`src/rtl/cfra_pkg.sv`:
```
// ----------------------------------------------------------------------------
// cfra_pkg: shared types and constants
// Widths, register indexes and sequencer states for the continued-fraction
// rational approximation block.
// ----------------------------------------------------------------------------
package cfra_pkg;

    localparam int FRAC_BITS = 32;
    localparam int VAL_W     = 64;
    localparam int LIM_W     = 31;
    localparam int NUM_W     = 32;
    localparam int CFG_IDX_W = 2;

    // divider operand width: dividends after the first step are at most 2^FRAC_BITS
    localparam int DW    = FRAC_BITS + 1;
    // partial quotient width: first one can reach 2^(63-FRAC_BITS), later ones <= 1e9
    localparam int AW    = (VAL_W - FRAC_BITS > 30) ? (VAL_W - FRAC_BITS) : 30;
    localparam int PW    = AW + LIM_W;
    localparam int SW    = PW + 1;
    localparam int CNT_W = $clog2(DW);

    localparam logic [63:0]      MAX_PQ        = 64'd1000000000;
    localparam logic [LIM_W-1:0] NUMER_LIM_RST = LIM_W'(32000);
    localparam logic [LIM_W-1:0] DENOM_LIM_RST = LIM_W'(4000);

    localparam logic [CFG_IDX_W-1:0] CFG_NUMER_LIMIT = CFG_IDX_W'(0);
    localparam logic [CFG_IDX_W-1:0] CFG_DENOM_LIMIT = CFG_IDX_W'(1);

    typedef enum logic [2:0] {
        ST_IDLE,
        ST_DIV,
        ST_MULP,
        ST_MULQ,
        ST_CHK,
        ST_FIN
    } t_state;

endpackage

```
`src/rtl/cfra_in_if.sv`:
```
// ----------------------------------------------------------------------------
// cfra_in_if: input request channel
// Valid/ready channel carrying one fixed-point value to approximate.
// ----------------------------------------------------------------------------
interface cfra_in_if import cfra_pkg::*; ();
    logic                    valid;
    logic                    ready;
    logic signed [VAL_W-1:0] value;

    modport source (output valid, output value, input ready);
    modport sink   (input valid, input value, output ready);
endinterface

```
`src/rtl/cfra_out_if.sv`:
```
// ----------------------------------------------------------------------------
// cfra_out_if: result request channel
// Valid/ready channel carrying one numerator/denominator pair.
// ----------------------------------------------------------------------------
interface cfra_out_if import cfra_pkg::*; ();
    logic                    valid;
    logic                    ready;
    logic signed [NUM_W-1:0] numerator;
    logic [LIM_W-1:0]        denominator;

    modport source (output valid, output numerator, output denominator, input ready);
    modport sink   (input valid, input numerator, input denominator, output ready);
endinterface

```
`src/rtl/continued_fraction_rational_approx.sv`:
```
// ----------------------------------------------------------------------------
// continued_fraction_rational_approx: best rational approximation
// Turns a signed Q31.32 value into numerator/denominator, the last
// continued-fraction convergent within the configured limits.
// ----------------------------------------------------------------------------
// Usage: write numer_limit (index 0) and denom_limit (index 1) while idle,
// then send one value per request. The block takes one request at a time and
// drops ready until its result is handed to the output register, which holds
// it until the sink takes it. The integer part needs one multiply for the
// numerator candidate, one for the denominator candidate and one limit
// check; every further partial quotient first runs the one-bit-per-cycle
// restoring divider and then the same steps on the shared multiplier and
// check. A zero value goes straight to the output as 0/1. The loop stops
// on an exact remainder, on a convergent beyond a limit (the previous one
// is kept, so 1/0 can come out) or on a partial quotient above one billion.
// ----------------------------------------------------------------------------
module continued_fraction_rational_approx import cfra_pkg::*; (
    input  logic                 i_clk,
    input  logic                 i_rst_n,
    input  logic                 i_cfg_we,
    input  logic [CFG_IDX_W-1:0] i_cfg_index,
    input  logic [LIM_W-1:0]     i_cfg_wdata,
    cfra_in_if.sink              i_in,
    cfra_out_if.source           o_out
);

    // control state
    t_state           r_state, n_state;
    logic             r_out_valid, n_out_valid;
    logic [LIM_W-1:0] r_numer_lim, r_denom_lim;

    // datapath
    logic [CNT_W-1:0] r_cnt, n_cnt;
    logic [DW-1:0]    r_quo, n_quo;      // dividend shifts out, quotient shifts in
    logic [DW-1:0]    r_rem, n_rem;
    logic [DW-1:0]    r_den, n_den;      // current divisor
    logic [DW-1:0]    r_r, n_r;          // remainder of the last division
    logic [AW-1:0]    r_a, n_a;          // current partial quotient
    logic [LIM_W-1:0] r_p0, n_p0, r_q0, n_q0, r_p1, n_p1, r_q1, n_q1;
    logic [LIM_W-1:0] r_p2, n_p2;
    logic             r_over_p, n_over_p;
    logic [PW-1:0]    r_prod, n_prod;
    logic             r_neg, n_neg;
    logic [LIM_W-1:0] r_res_p, n_res_p, r_res_q, n_res_q;
    logic [NUM_W-1:0] r_out_num, n_out_num;
    logic [LIM_W-1:0] r_out_den, n_out_den;

    // combinational helpers
    logic [VAL_W-1:0] mag;
    logic [DW:0]      div_trial, div_diff;
    logic [DW-1:0]    div_quo, div_rem;
    logic [AW-1:0]    mul_a;
    logic [LIM_W-1:0] mul_b;
    logic [PW-1:0]    mul_y;
    logic [SW-1:0]    sum_p, sum_q;
    logic [NUM_W-1:0] res_mag;

    // one restoring divider step
    always_comb begin
        div_trial = {r_rem, r_quo[DW-1]};
        div_diff  = div_trial - {1'b0, r_den};
        if (!div_diff[DW]) begin
            div_rem = div_diff[DW-1:0];
            div_quo = {r_quo[DW-2:0], 1'b1};
        end else begin
            div_rem = div_trial[DW-1:0];
            div_quo = {r_quo[DW-2:0], 1'b0};
        end
    end

    // shared multiplier: numerator term in MULP, denominator term in MULQ
    assign mul_a = r_a;
    assign mul_b = (r_state == ST_MULP) ? r_p1 : r_q1;
    assign mul_y = PW'(mul_a) * PW'(mul_b);

    assign mag     = i_in.value[VAL_W-1] ? (VAL_W'(0) - i_in.value) : i_in.value;
    assign sum_p   = SW'(r_p0) + SW'(r_prod);
    assign sum_q   = SW'(r_q0) + SW'(r_prod);
    assign res_mag = {1'b0, r_res_p};

    assign i_in.ready        = (r_state == ST_IDLE);
    assign o_out.valid       = r_out_valid;
    assign o_out.numerator   = r_out_num;
    assign o_out.denominator = r_out_den;

    always_comb begin
        n_state     = r_state;
        n_out_valid = r_out_valid;
        n_cnt       = r_cnt;
        n_quo       = r_quo;
        n_rem       = r_rem;
        n_den       = r_den;
        n_r         = r_r;
        n_a         = r_a;
        n_p0        = r_p0;
        n_q0        = r_q0;
        n_p1        = r_p1;
        n_q1        = r_q1;
        n_p2        = r_p2;
        n_over_p    = r_over_p;
        n_prod      = r_prod;
        n_neg       = r_neg;
        n_res_p     = r_res_p;
        n_res_q     = r_res_q;
        n_out_num   = r_out_num;
        n_out_den   = r_out_den;

        if (r_out_valid && o_out.ready) begin
            n_out_valid = 1'b0;
        end

        case (r_state)
            ST_IDLE: begin
                if (i_in.valid) begin
                    n_neg = i_in.value[VAL_W-1];
                    n_p0  = '0;
                    n_q0  = LIM_W'(1);
                    n_p1  = LIM_W'(1);
                    n_q1  = '0;
                    if (mag == '0) begin
                        n_res_p = '0;
                        n_res_q = LIM_W'(1);
                        n_state = ST_FIN;
                    end else begin
                        // integer part is a shift; no quotient cap on it
                        n_a     = AW'(mag >> FRAC_BITS);
                        n_r     = DW'(mag[FRAC_BITS-1:0]);
                        n_den   = DW'(1) << FRAC_BITS;
                        n_state = ST_MULP;
                    end
                end
            end
            ST_DIV: begin
                n_quo = div_quo;
                n_rem = div_rem;
                n_cnt = r_cnt + CNT_W'(1);
                if (r_cnt == CNT_W'(DW - 1)) begin
                    if (64'(div_quo) > MAX_PQ) begin
                        n_res_p = r_p1;
                        n_res_q = r_q1;
                        n_state = ST_FIN;
                    end else begin
                        n_a     = AW'(div_quo);
                        n_r     = div_rem;
                        n_state = ST_MULP;
                    end
                end
            end
            ST_MULP: begin
                n_prod  = mul_y;
                n_state = ST_MULQ;
            end
            ST_MULQ: begin
                n_over_p = (sum_p > SW'(r_numer_lim));
                n_p2     = sum_p[LIM_W-1:0];
                n_prod   = mul_y;
                n_state  = ST_CHK;
            end
            ST_CHK: begin
                if (r_over_p || (sum_q > SW'(r_denom_lim))) begin
                    n_res_p = r_p1;
                    n_res_q = r_q1;
                    n_state = ST_FIN;
                end else if (r_r == '0) begin
                    n_res_p = r_p2;
                    n_res_q = sum_q[LIM_W-1:0];
                    n_state = ST_FIN;
                end else begin
                    // shift convergents, next Euclid step divides den by r
                    n_p0    = r_p1;
                    n_q0    = r_q1;
                    n_p1    = r_p2;
                    n_q1    = sum_q[LIM_W-1:0];
                    n_quo   = r_den;
                    n_den   = r_r;
                    n_rem   = '0;
                    n_cnt   = '0;
                    n_state = ST_DIV;
                end
            end
            ST_FIN: begin
                if (!r_out_valid || o_out.ready) begin
                    n_out_valid = 1'b1;
                    n_out_num   = r_neg ? (NUM_W'(0) - res_mag) : res_mag;
                    n_out_den   = r_res_q;
                    n_state     = ST_IDLE;
                end
            end
            default: begin
                n_state = ST_IDLE;
            end
        endcase
    end

    always_ff @(posedge i_clk) begin
        if (!i_rst_n) begin
            r_state     <= ST_IDLE;
            r_out_valid <= 1'b0;
            r_numer_lim <= NUMER_LIM_RST;
            r_denom_lim <= DENOM_LIM_RST;
        end else begin
            r_state     <= n_state;
            r_out_valid <= n_out_valid;
            if (i_cfg_we && (i_cfg_index == CFG_NUMER_LIMIT)) begin
                r_numer_lim <= i_cfg_wdata;
            end
            if (i_cfg_we && (i_cfg_index == CFG_DENOM_LIMIT)) begin
                r_denom_lim <= i_cfg_wdata;
            end
        end
    end

    always_ff @(posedge i_clk) begin
        r_cnt     <= n_cnt;
        r_quo     <= n_quo;
        r_rem     <= n_rem;
        r_den     <= n_den;
        r_r       <= n_r;
        r_a       <= n_a;
        r_p0      <= n_p0;
        r_q0      <= n_q0;
        r_p1      <= n_p1;
        r_q1      <= n_q1;
        r_p2      <= n_p2;
        r_over_p  <= n_over_p;
        r_prod    <= n_prod;
        r_neg     <= n_neg;
        r_res_p   <= n_res_p;
        r_res_q   <= n_res_q;
        r_out_num <= n_out_num;
        r_out_den <= n_out_den;
    end

endmodule

```
`src/flat_wrapper.sv`:
```
// flat-port wrapper written by rule: the top's interface ports become plain ports
module continued_fraction_rational_approx_flat import cfra_pkg::*;
  (i_clk, i_rst_n, i_cfg_we, i_cfg_index, i_cfg_wdata, i_in_valid, i_in_value, i_in_ready, o_out_valid, o_out_numerator, o_out_denominator, o_out_ready);
  cfra_in_if i_in_i ();
  cfra_out_if o_out_i ();
  input  logic i_clk;
  input  logic i_rst_n;
  input  logic i_cfg_we;
  input  logic [CFG_IDX_W-1:0] i_cfg_index;
  input  logic [LIM_W-1:0] i_cfg_wdata;
  input wire logic [$bits(i_in_i.valid)-1:0] i_in_valid;
  input wire logic [$bits(i_in_i.value)-1:0] i_in_value;
  output wire logic [$bits(i_in_i.ready)-1:0] i_in_ready;
  output wire logic [$bits(o_out_i.valid)-1:0] o_out_valid;
  output wire logic [$bits(o_out_i.numerator)-1:0] o_out_numerator;
  output wire logic [$bits(o_out_i.denominator)-1:0] o_out_denominator;
  input wire logic [$bits(o_out_i.ready)-1:0] o_out_ready;
  assign i_in_i.valid = i_in_valid;
  assign i_in_i.value = i_in_value;
  assign i_in_ready = i_in_i.ready;
  assign o_out_valid = o_out_i.valid;
  assign o_out_numerator = o_out_i.numerator;
  assign o_out_denominator = o_out_i.denominator;
  assign o_out_i.ready = o_out_ready;
  continued_fraction_rational_approx u_core (.i_clk(i_clk), .i_rst_n(i_rst_n), .i_cfg_we(i_cfg_we), .i_cfg_index(i_cfg_index), .i_cfg_wdata(i_cfg_wdata), .i_in(i_in_i), .o_out(o_out_i));
endmodule
```
`config.mk`:
```
export PLATFORM = sky130hd
export DESIGN_NAME = continued_fraction_rational_approx_flat
export DESIGN_NICKNAME = d
export VERILOG_FILES = /design/src/rtl/cfra_pkg.sv /design/src/rtl/cfra_in_if.sv /design/src/rtl/cfra_out_if.sv /design/src/rtl/continued_fraction_rational_approx.sv /design/src/flat_wrapper.sv
export SDC_FILE = /design/constraint.sdc
export NUM_CORES = 2
export LEC_CHECK = 0
export ABC_CLOCK_PERIOD_IN_PS = 15100
export CAP_MARGIN = 25
export CORE_MARGIN = 4
export CORE_UTILIZATION = 55
export CTS_CLUSTER_SIZE = 24
export DETAILED_ROUTE_END_ITERATION = 6
export DONT_BUFFER_PORTS = 1
export PLACE_DENSITY = 0.73
export SLEW_MARGIN = 20
export SYNTH_ARGS = -nofsm -noshare
export SYNTH_HDL_FRONTEND = slang
export SYNTH_SLANG_ARGS = --single-unit
```
`constraint.sdc`:
```
create_clock -name i_clk -period 15.1 [get_ports i_clk]
set_input_delay 2.265 -clock i_clk [delete_from_list [all_inputs] [get_ports i_clk]]
set_output_delay 2.265 -clock i_clk [all_outputs]
set_load 0.05 [all_outputs]
```
==> results.cfg <==
[critical_path]
required_ns = 15.45
crit_type = flop to flop
cp-end-kind = flop
crit_arrival_ns = 11.70
cp_max_fo = 32
cpPeakStageDelay_ns = 0.89
cpMaxStageDelayCell = dfxtp_1
ff2ff_setup_slack_ns = 3.75
crit_path_start_kind = flop

[cts]
cts_setup_buffers = 0
root_buffer = clkbuf_16
clock_latency_ns = 0.66
cts.sinks = 581
cts_made_buffers = 54
clock_path_buffers = 3
cts_tree = done
cts_hold_buf = 0
path_clk_slew_ns = 0.07
htree_levels = 2
cts_resized = 0

[hold_path]
hp-class = flop to flop

[sta]
worst_slew_pin_slew_ns = 1.14
fin_tns_setup_ns = 0
finalHoldViolCount = 0
fin_crit_sh_pct = 75.2
finalCriticalPeriod_ns = 11.35
finalSetupViolCount = 0
max_slew_margin_pct = 24.1
skew_ns = 0.0512
finalWorstSetupSlack_ns = 3.75
rsz0062_at_grt = no
fmax_mhz = 88.1
drv_slew = 0

[place]
port_buffers = 0
dp.cells = 8281
place.gp.congestion = 0.977
dp_hpwl_um = 147000
detailedPlace.worstSlack_ns = 4.01

[routing]
vias = 51300
finalWirelength_um = 199000
drc = 0
drtAntennaViolNets = 0
initialDrtViolationCount = 5258
viasPerCell = 6.11
wire_per_inst_um = 23.7
dr.pass1.iters = 6

[synth]
synth-async-reset-ratio_pct = 0
synth_flop_cell = edfxtp_1
ys.warnings.count = 0
synthCells = 6985
ys_types = 91
yosys_register_bits = 581
yosysSeqAreaShare_pct = 25.3
syn_area_per_cell_sq_um = 9.49
syn_nets = 8373
synth_area_sq_um = 66300
synth-edff-count = 515

[global_route]
grt.total_usage_pct = 31.7
grt_max_degree = 96
grt_pass1_vias = 52600
grt_overflow_total = 0
grt_pass1_wl_um = 309000
grt_antenna_before_repair = 14

[floorplanning]
initial_core_util_pct = 55.3
dieHeight_um = 355
die-area_sq_um = 126000
dieWidth_um = 355
rows = 127
ios = 167
core_area_sq_um = 120000

[layout]
fin_cells = 8390
drive_gt1_share_pct = 3.74
fin_nets = 8115
area_growth_syn_to_layout_pct = 4.61

[flow_run]
drv_cap = 0

[run_status]
status = completed
[cell families (layout without fill, tap and decap cells)]
group,count (synthesis),after routing,share of synthesized area (%)
DFF,581,581,25.3
other,0,6,0
muxes,86,86,1.36
and+or+nand+nor,2399,2399,18.3
adders and majority gates,1286,1286,34.1
xor gates and xnor gates,237,237,3.13
AOI/OAI and AO/OA,976,976,9.67
buffers and inverters,1420,1207,8.13
[final cells by class]
| class | instances | area [sq um] |
|---|---|---|
| clock inverters | 38 | 447 |
| multi-input cells | 4984 | 44200 |
| fillers | 10300 | 50500 |
| flip-flops and latches | 581 | 16800 |
| repair buffers | 76 | 572 |
| clock buffers | 63 | 1410 |
| inverters | 1030 | 3870 |
| well taps | 1612 | 2020 |
| diodes | 6 | 15.0 |
[cell usage in the layout (no fill, tap or decap), types with 72 or more instances in the layout]
cell	Yosys	layout
edfxtp_1	515	515
and3_1	186	185
and2_1	476	475
o21ai_0	252	252
nor3_1	75	72
xor2_1	76	76
a21o_1	75	75
inv_1	1029	1029
nor2b_1	108	107
fa_1	869	869
xnor2_1	161	160
buf_4	2	72
nor2_1	242	240
nand3_1	119	119
ha_1	417	417
nand2_1	904	903
a21oi_1	229	228
[worst paths after layout]
kind | startpoint | end | cells after the start
min | u_core.r_res_q[19] | u_core.o_out.denominator[19] | 0
max reg2reg | u_core.r_state[1] | u_core.r_prod[60] | 29
min reg2reg | u_core.r_res_q[19] | u_core.o_out.denominator[19] | 0
max | u_core.r_state[1] | u_core.r_prod[60] | 29
[per-stage QoR]
step | utilization [%] | instance area, sq um | hold WS [ns]
2_1_floorplan | - | 66300 | 0.400
3_3_place_gp | 56.3 | 67400 | 0.403
3_5_place_dp | 56.3 | 67500 | 0.405
4_1_cts | 57.9 | 69300 | 0.420
5_1_grt | 57.9 | 69300 | 0.425
6_report | 57.9 | 69400 | 0.417
[worst max-delay path: cells and delay by family (launching register included)]
family	cells	cell delay [ns]
adders and majority gates	9	4.08
xor gates and xnor gates	1	0.15
DFF	1	0.89
AOI/OAI and AO/OA	7	3.33
buffers and inverters	7	0.86
and+or+nand+nor	4	0.87
muxes	1	0.84
[routing by layer]
layer / share of wire [%] / track usage (%)
met4: 5.8 / 15.3
met5: 0.0065 / 0
met3: 9.0 / 6.20
met2: 47 / 51.2
met1: 38 / 41.1
[sequential cells by signal (all words and copies together) (netlist names), 32 cells and up]
signal,cells
u_core.r_prod,63
u_core.r_rem,33
u_core.r_r,33
u_core.o_out.numerator,32
u_core.mul_a,32
u_core.r_den,33
u_core.r_quo,33
[Yosys cell counts, types with 108 or more instances]
library cell  instances  area share (%)
nand3_1             119            0.90
edfxtp_1            515              23
inv_1              1029             5.8
nand2_1             904             5.1
nor2b_1             108             1.0
o21ai_0             252             1.9
nor2_1              242             1.4
and2_1              476             4.5
fa_1                869              26
a21oi_1             229             1.7
and3_1              186             1.8
ha_1                417             7.9
clkbuf_1            369             2.1
xnor2_1             161             2.1
Power is not shown: default switching activity piles up to over one toggle a cycle in this logic, so the estimate is an artifact.
